File: src/sv/fsqd_pkg.sv
package fsqd_pkg;

  localparam int NUM_ROWS  = 768;
  localparam int COEF_BITS = 16;
  localparam int NDIG      = 5;

  localparam int OP_W     = 2;
  localparam int ROW_W    = 10;
  localparam int COL_W    = 3;
  localparam int IN_COEF_W = 16;
  localparam int IDX_W    = 14;
  localparam int OUT_W    = 21;
  localparam int NORM_W   = 4;
  localparam int DIG8_W   = 3;
  // three radix-8 digits sit in the low bits, the two radix-5 digits above
  localparam int LOW_W    = 3 * DIG8_W;
  localparam int TOP_W    = IDX_W - LOW_W;

  localparam int QUEUE_DEPTH = 4;
  localparam int QPTR_W      = $clog2(QUEUE_DEPTH);
  localparam int QCNT_W      = QPTR_W + 1;

  localparam logic [OP_W-1:0] OP_WRITE_WEIGHT = 2'd0;
  localparam logic [OP_W-1:0] OP_WRITE_BIAS   = 2'd1;
  localparam logic [OP_W-1:0] OP_DECODE       = 2'd2;

  typedef logic signed [NORM_W-1:0]    norm_t;
  typedef logic signed [COEF_BITS-1:0] coef_t;

  typedef struct packed {
    logic [OP_W-1:0]        kind;
    logic [ROW_W-1:0]       row;
    logic [COL_W-1:0]       column;
    coef_t                  coef;
    norm_t [NDIG-1:0]       norm;
  } cmd_t;

endpackage

File: src/sv/fsqd_queue.sv
module fsqd_queue
  import fsqd_pkg::*;
(
  input  logic clk,
  input  logic rst,
  input  logic push,
  input  cmd_t push_cmd,
  output logic full,
  input  logic pop,
  output logic head_valid,
  output cmd_t head_cmd
);

  cmd_t              slots [QUEUE_DEPTH];
  logic [QPTR_W-1:0] wr_ptr;
  logic [QPTR_W-1:0] rd_ptr;
  logic [QCNT_W-1:0] count;

  always_ff @(posedge clk) begin
    if (rst) begin
      wr_ptr <= '0;
      rd_ptr <= '0;
      count  <= '0;
    end else begin
      if (push) begin
        wr_ptr <= wr_ptr + 1'b1;
      end
      if (pop) begin
        rd_ptr <= rd_ptr + 1'b1;
      end
      case ({push, pop})
        2'b10:   count <= count + 1'b1;
        2'b01:   count <= count - 1'b1;
        default: count <= count;
      endcase
    end
  end

  always_ff @(posedge clk) begin
    if (push) begin
      slots[wr_ptr] <= push_cmd;
    end
  end

  assign head_valid = count != '0;
  assign full       = count == QCNT_W'(QUEUE_DEPTH);
  assign head_cmd   = slots[rd_ptr];

endmodule

File: config.mk
export PLATFORM = sky130hd
export DESIGN_NAME = fsqd_queue
export DESIGN_NICKNAME = d
export VERILOG_FILES = /design/src/sv/fsqd_pkg.sv /design/src/sv/fsqd_queue.sv
export SDC_FILE = /design/constraint.sdc
export NUM_CORES = 1
export LEC_CHECK = 0
export BUFFER_PORTS_ARGS = -buffer_cell sky130_fd_sc_hd__buf_2
export CAP_MARGIN = 20
export CORE_ASPECT_RATIO = 0.8
export CORE_MARGIN = 1.5
export CORE_UTILIZATION = 40
export DETAILED_ROUTE_END_ITERATION = 16
export PLACE_DENSITY = 0.55
export SYNTH_ARGS = -nofsm -noshare
export SYNTH_HDL_FRONTEND = slang
export SYNTH_SLANG_ARGS = --single-unit
export TNS_END_PERCENT = 30
File: constraint.sdc
create_clock -name clk -period 2.9 [get_ports clk]
set_clock_uncertainty 0.15 [all_clocks]
set_input_delay 0.29 -clock clk [delete_from_list [all_inputs] [get_ports clk]]
set_output_delay 0.29 -clock clk [all_outputs]
set_load 0.03 [all_outputs]
==> impl_metrics.toml <==
[status]
status = "completed"

[setup_path]
required_ns = 2.46
crit_buf_inv = 2
reg2reg_depth = 4
worst-path-stages = 3
cp_max_fo = 24
crit_type = "reg2out"
worstSetupStartpointType = "register"
cpPeakStageDelay_ns = 0.58
worstPathArrival_ns = 2.15
cp_cell_sequence = "buf_12, mux4_1, buf_2"
slowest_stage = "dfxtp_4"
cpLargestDelayFamily = "flip-flops"
endpoint_kind = "output port"

[logic_synthesis]
netlist_instances = 310
synth_edf_count = 204
seq_area_frac_synth_pct = 80.4
async_flop_share_pct = 0
ys_ff_latch = 213
syn_nets = 371
synth_warnings = 0
synthFlopType = "edfxtp_1"
syn_area_um2 = 7850
synth.distinct_cells = 22
avgSynthCellArea_um2 = 25.3

[route]
via_per_inst = 4.85
wl_um = 14800
post_drt_wl_per_cell_um = 19.2
first_iter_violations = 267
dr.pass1.iters = 4
drc = 0
num_vias = 3731
postRouteAntennaNets = 0

[cells_and_area]
final_core_util_pct = 52.1
fin_area_um2 = 9950
fin_cells = 769
nNetsFinal = 555
final_common_cell = "edfxtp_1"
drive_gt1_share_pct = 40.2
mostFrequentLayoutCells = "edfxtp_1 (204), buf_2 (107), dlygate4sd3_1 (54)"
area_growth_pct = 26.8

[clock_network]
clockBufferDepth = 3
cts_tree = "yes"
root_buffer = "clkbuf_16"
cts_sinks = 213
holdBufCountCts = 54
cts_htree_levels = 1
worst_skew_pair.late_latency_ns = 0.49
ctsResizeCount = 0
cts_setup_buffers = 0
cts_buffers = 22
cts.clk_slew.worst_paths_ns = 0.06

[pwr]
power_mw = 7.17
peakVddDrop_mv = 0.340
power.leakage_nw = 3.42
pwr_density_cell_nw_per_um2 = 721

[floorplan]
pin_count = 108
die-height_um = 128
core-area_um2 = 19100
die_area_um2 = 20500
floorplan.rows = 45
start_util_pct = 41.1
chipWidth_um = 160

[placed_design]
dp_hpwl_um = 8670
dp_cells = 674
postPlaceCellArea_um2 = 8710
portBuffers = 107
gp_congestion = 0.679

[global_route]
grt_pass1_vias = 4063
grt_pass1_wl_um = 23000
grt_max_degree = 41
track_usage_pct = 14.9
grt-ovfl-total = 0
antenna_found_initial = 1

[timing]
rsz0062_at_grt = "no"
setup_viol = 0
fmax_mhz = 386
tns_ns = 0
worstMarginPinSlew_ns = 0.469
period_share_pct = 89.2
relSlewSlack_pct = 68.7
slew_viol_final = 0
final_hold_viol_count = 0
fin_crit_ns = 2.59

[min_path]
hp-class = "in2reg"
whs_path_depth = 3

[run]
maxCapViolCount = 0
## through the flow
step | worst slack (ns) | hold slack, ns
floorplan | 0.579 | 0.239
global placement | 0.769 | 0.323
detailed placement | 0.770 | 0.358
CTS | 0.237 | 0.00607
global route | 0.196 | 0.0675
finish | 0.313 | 0.0209
## report_power, final
| group | total (mW) | internal, mW | switching [mW] | leakage [nW] |
|---|---|---|---|---|
| combinational | 0.882 | 0.357 | 0.525 | 1.13 |
| clock | 2.70 | 1.63 | 1.07 | 0.344 |
| sequential | 3.59 | 3.53 | 0.0589 | 1.95 |
## area by class of cell
type / instances / area [um^2]
Clock inverter: 10 / 96.3
Multi-Input combinational cell: 81 / 1390
Antenna cell: 1 / 2.50
Fill cell: 1533 / 9140
Inverter: 3 / 11.3
Sequential cell: 213 / 6310
Clock buffer: 30 / 602
Tap cell: 258 / 323
Timing Repair Buffer: 173 / 1220
## registers in the layout (all words and copies together), names as in the netlist, named ones only
register,flops
count,3
slots,204
wr_ptr,2
rd_ptr,2
## worst reg2reg max path, cell delays in order (launching register included)
cell and delay [ns]:
dfxtp_1 0.34, inv_1 0.10, ha_1 0.14, and2_2 0.34
buf_4 0.35
## logic make-up after synthesis
| logic type | after synthesis | synth area share (%) |
|---|---|---|
| AOI/OAI and AO/OA | 2 | 0.127 |
| adders and majority gates | 6 | 1.05 |
| muxes | 53 | 14.9 |
| xor gates and xnor gates | 5 | 0.558 |
| buffers and inverters | 16 | 1.98 |
| and+or+nand+nor | 15 | 0.957 |
| DFF | 213 | 80.4 |
## synth_stat cells (2+ instances only)
master / number / area share (%)
buf_2: 5 / 0.32
ha_1: 5 / 0.80
inv_1: 3 / 0.14
buf_12: 5 / 1.3
xnor2_1: 3 / 0.33
mux4_2: 50 / 14
dfxtp_1: 9 / 2.3
and2_1: 4 / 0.32
nor2_1: 7 / 0.33
edfxtp_1: 204 / 78
or3_1: 2 / 0.16
xor2_1: 2 / 0.22
mux2i_1: 2 / 0.26
## final timing paths
| path | from | end | slack [ns] |
|---|---|---|---|
| worst max-delay path | register | head_cmd[42] | 0.31 |
| worst min-delay path | push | wr_ptr[0]$_SDFFE_PP0P_ | 0.02 |
| worst max register to register | wr_ptr[0]$_SDFFE_PP0P_ | slots[2][12]$_DFFE_PP_ | 1.13 |
| worst min register to register | rd_ptr[0]$_SDFFE_PP0P_ | rd_ptr[0]$_SDFFE_PP0P_ | 0.38 |
## per-layer routing
layer | up-vias | track usage [%] | share of wire, %
met4 | 0 | 3.55 | 1.7
met3 | 22 | 3.43 | 4.9
met5 | - | 0 | 0
li1 | 1675 | - | -
met2 | 95 | 23.8 | 46
met1 | 1939 | 21.0 | 47
No activity file was read; power rests on OpenSTA's default activity.
