==> src/sv/fsqd_pkg.sv <==
package fsqd_pkg;

  localparam int NUM_ROWS  = 768;
  localparam int COEF_BITS = 16;
  localparam int NDIG      = 5;

  localparam int OP_W     = 2;
  localparam int ROW_W    = 10;
  localparam int COL_W    = 3;
  localparam int IN_COEF_W = 16;
  localparam int IDX_W    = 14;
  localparam int OUT_W    = 21;
  localparam int NORM_W   = 4;
  localparam int DIG8_W   = 3;
  // three radix-8 digits sit in the low bits, the two radix-5 digits above
  localparam int LOW_W    = 3 * DIG8_W;
  localparam int TOP_W    = IDX_W - LOW_W;

  localparam int QUEUE_DEPTH = 4;
  localparam int QPTR_W      = $clog2(QUEUE_DEPTH);
  localparam int QCNT_W      = QPTR_W + 1;

  localparam logic [OP_W-1:0] OP_WRITE_WEIGHT = 2'd0;
  localparam logic [OP_W-1:0] OP_WRITE_BIAS   = 2'd1;
  localparam logic [OP_W-1:0] OP_DECODE       = 2'd2;

  typedef logic signed [NORM_W-1:0]    norm_t;
  typedef logic signed [COEF_BITS-1:0] coef_t;

  typedef struct packed {
    logic [OP_W-1:0]        kind;
    logic [ROW_W-1:0]       row;
    logic [COL_W-1:0]       column;
    coef_t                  coef;
    norm_t [NDIG-1:0]       norm;
  } cmd_t;

endpackage

==> src/sv/fsqd_front.sv <==
module fsqd_front
  import fsqd_pkg::*;
(
  input  logic [OP_W-1:0]             operation,
  input  logic [ROW_W-1:0]            row,
  input  logic [COL_W-1:0]            column,
  input  logic signed [IN_COEF_W-1:0] coef_value,
  input  logic [IDX_W-1:0]            token_index,
  output logic                        keep,
  output cmd_t                        cmd
);

  localparam int LEVEL_HI = 5;
  localparam int TAB_N    = 2 ** TOP_W;

  // upper two digits of the index: {(t/5) mod 5, t mod 5} for t = index >> 9
  function automatic logic [TAB_N*2*DIG8_W-1:0] make_tab();
    logic [TAB_N*2*DIG8_W-1:0] t;
    t = '0;
    for (int i = 0; i < TAB_N; i++) begin
      t[i*2*DIG8_W +: 2*DIG8_W] = {DIG8_W'((i / LEVEL_HI) % LEVEL_HI),
                                   DIG8_W'(i % LEVEL_HI)};
    end
    return t;
  endfunction

  localparam logic [TAB_N*2*DIG8_W-1:0] TOP_TAB = make_tab();

  logic [TOP_W-1:0]    top;
  logic [2*DIG8_W-1:0] top_digits;
  logic [DIG8_W-1:0]   d3, d4;
  logic                row_ok;

  assign top        = token_index[IDX_W-1:LOW_W];
  assign top_digits = TOP_TAB[top*2*DIG8_W +: 2*DIG8_W];
  assign d3         = top_digits[DIG8_W-1:0];
  assign d4         = top_digits[2*DIG8_W-1:DIG8_W];
  assign row_ok     = row < ROW_W'(NUM_ROWS);

  always_comb begin
    keep = 1'b0;
    case (operation)
      OP_WRITE_WEIGHT: keep = row_ok && (column < COL_W'(NDIG));
      OP_WRITE_BIAS:   keep = row_ok;
      OP_DECODE:       keep = row_ok;
      default:         keep = 1'b0;
    endcase
  end

  always_comb begin
    cmd.kind   = operation;
    cmd.row    = row;
    cmd.column = column;
    cmd.coef   = COEF_BITS'(coef_value);
    // level 8: digit - 4; level 5: 2 * (digit - 2); both carry 2 fraction bits
    cmd.norm[0] = {1'b0, token_index[DIG8_W-1:0]} - NORM_W'(4);
    cmd.norm[1] = {1'b0, token_index[2*DIG8_W-1:DIG8_W]} - NORM_W'(4);
    cmd.norm[2] = {1'b0, token_index[3*DIG8_W-1:2*DIG8_W]} - NORM_W'(4);
    cmd.norm[3] = {d3, 1'b0} - NORM_W'(4);
    cmd.norm[4] = {d4, 1'b0} - NORM_W'(4);
  end

endmodule

==> config.mk <==
export PLATFORM = sky130hd
export DESIGN_NAME = fsqd_front
export DESIGN_NICKNAME = d
export VERILOG_FILES = /design/src/sv/fsqd_pkg.sv /design/src/sv/fsqd_front.sv
export SDC_FILE = /design/constraint.sdc
export NUM_CORES = 1
export LEC_CHECK = 0
export BUFFER_PORTS_ARGS = -buffer_cell sky130_fd_sc_hd__buf_4
export CAP_MARGIN = 25
export CORE_ASPECT_RATIO = 1.25
export CORE_MARGIN = 1.5
export CORE_UTILIZATION = 34
export DETAILED_ROUTE_END_ITERATION = 8
export GPL_TIMING_DRIVEN = 1
export PLACE_DENSITY = 0.84
export SLEW_MARGIN = 15
export SYNTH_ARGS = -nofsm -noshare
export SYNTH_HDL_FRONTEND = slang
export SYNTH_SLANG_ARGS = --single-unit
==> constraint.sdc <==
create_clock -name vclk -period 1.7
set_clock_uncertainty 0.2 [all_clocks]
set_input_delay 0.085 -clock vclk [all_inputs]
set_output_delay 0.085 -clock vclk [all_outputs]
set_load 0.03 [all_outputs]
==> flow_metrics.env <==
export IMPL_status="complete, no violations"
export IMPL_drt_iter0_drc=13
export IMPL_most_common_layout_cells="38 x buf_4, 30 x dlygate4sd3_1, 6 x inv_1, 6 x o21ai_0, 5 x nor2_1"
export IMPL_whs_path_depth=2
export IMPL_critPathCaptureType="primary output"
export IMPL_netlist_instances=98
export IMPL_vdd_drop_max_uv=211
export IMPL_period_share=0.971
export IMPL_cp_max_fo=3
export IMPL_die_width_um=45.0
export IMPL_netlist_area_um2=749
export IMPL_n_sequential_cell=0
export IMPL_yosysTopAreaCell="buf_4"
export IMPL_detail_route_first_pass_iterations=4
export IMPL_setup_viol=0
export IMPL_core_area_um2=2030
export IMPL_synth_area_leaders="buf_4 42%, ha_1 10%, mux4_2 9.0%"
export IMPL_nFillCells=193
export IMPL_final_area_um2=1080
export IMPL_die_area_um2=2500
export IMPL_avgViaCountPerCell=4.79
export IMPL_hold_ws_ns=0.199
export IMPL_wirelength_um=1780
export IMPL_synth_cell_types=24
export IMPL_dp_hpwl_um=1200
export IMPL_gr_usage_all_layers=0.115
export IMPL_power_density_nw_per_um2=401
export IMPL_antenna_cells=0
export IMPL_syn_avg_cell_area_um2=7.65
export IMPL_yosys_warnings=0
export IMPL_grt_antenna_before_repair=0
export IMPL_start_util=0.370
export IMPL_die_h_um=55.5
export IMPL_final_nets=177
export IMPL_grt_max_degree=20
export IMPL_hold_class="primary input to primary output"
export IMPL_ant_nets=0
export IMPL_final_common_cell="buf_4"
export IMPL_nClkBuffers=0
export IMPL_worst_ep_required_time_ns=1.41
export IMPL_gp_congestion=0.715
export IMPL_grt_pass1_vias=573
export IMPL_seq_area_frac_synth=0
export IMPL_grt_pass1_wl_um=2340
export IMPL_fmax_mhz=606
export IMPL_postPlaceCellArea_um2=718
export IMPL_period_minus_slack_ns=1.65
export IMPL_startpoint_type="primary input"
export IMPL_areaGrowthSynthToFinish_pct=43.7
export IMPL_ff_latch_area_um2=0
export IMPL_maxCapViolations=0
export IMPL_io_buffers=35
export IMPL_io_pins=97
export IMPL_hold_viol_final=0
export IMPL_synth_top_area_frac=0.421
export IMPL_drive_gt1_frac=0.435
export IMPL_crit_arrival_ns=1.37
export IMPL_wl_per_cell_um=12.4
export IMPL_p_leak_nw=0.513
export IMPL_grt_ovfl_total=0
export IMPL_setup_worst_path_class="primary input to primary output"
export IMPL_maxSlewViolCount=0
export IMPL_vias=690
export IMPL_rows=18
export IMPL_drc=0
## metrics by stage
stage / TNS, ns / worst slack (ns) / cells / util / total power, mW
after global routing: -0.00370 / -0.00370 / 144 / 0.531 / 0.456
final: 0 / 0.0488 / 144 / 0.531 / 0.432
after floorplan: 0 / 0.106 / 99 / - / 0.329
after detailed placement: -0.139 / -0.124 / 112 / 0.354 / 0.277
after global placement: -0.0910 / -0.0910 / 112 / 0.354 / 0.270
after CTS: 0 / 0.00752 / 142 / 0.512 / 0.421
## Yosys cell counts (2+ instances only)
master and count:
nor2_1 5, a21oi_1 4, xor2_1 2, mux4_2 3, o21ai_0 6, inv_1 8, buf_6 2, nor3b_1 2
buf_4 42, ha_1 6, nand2_1 4, mux2i_1 2
## layout make-up
class              count  area [µm²]  area share
multi-input cells     45         388       0.360
well taps             20        25.0      0.0232
inverters              8        37.5      0.0348
repair buffers        71         627       0.582
## kinds of logic after synthesis
kind of cell,after synthesis,synth area share
other,1,0.00500
AO/OA/AOI/OAI,15,0.119
multiplexers,7,0.152
AND/OR/NAND/NOR,12,0.0735
adder cells (fa/ha/maj),6,0.100
XOR/XNOR,3,0.0351
buffers and inverters,54,0.516
## worst max-delay path, cell delays in order
cell,delay (ns)
buf_8,0.11
inv_6,0.05
ha_4,0.19
mux4_2,0.48
xor2_1,0.16
nand2_1,0.08
o21ai_2,0.06
buf_6,0.14
## routing by layer
layer / GRT usage / wire (µm) / vias to the layer above
met5: 0 / 0 / -
met1: 0.113 / 527 / 306
met4: 0 / 6 / 0
met3: 0.00327 / 216 / 2
li1: - / - / 325
met2: 0.253 / 1030 / 57
## worst paths after layout
path	start	to	slack [ns]
max	token_index[10]	cmd[15]	0.05
min	column[1]	cmd[37]	0.20
## repair_timing
action / in CTS / in global routing
pin swaps: 1 / 2
setup buffers: 0 / 2
hold buffers: 30 / 0
gates resized for setup: 5 / 8
setup endpoints to repair: 2 / 2
endpoints found under the hold margin: 30 / 0
## power by group
group / internal, mW / switching (mW)
registers: 0 / 0
logic: 0.180 / 0.252
clock network: 0 / 0
total: 0.180 / 0.252
(Power assumes the default switching activity.)
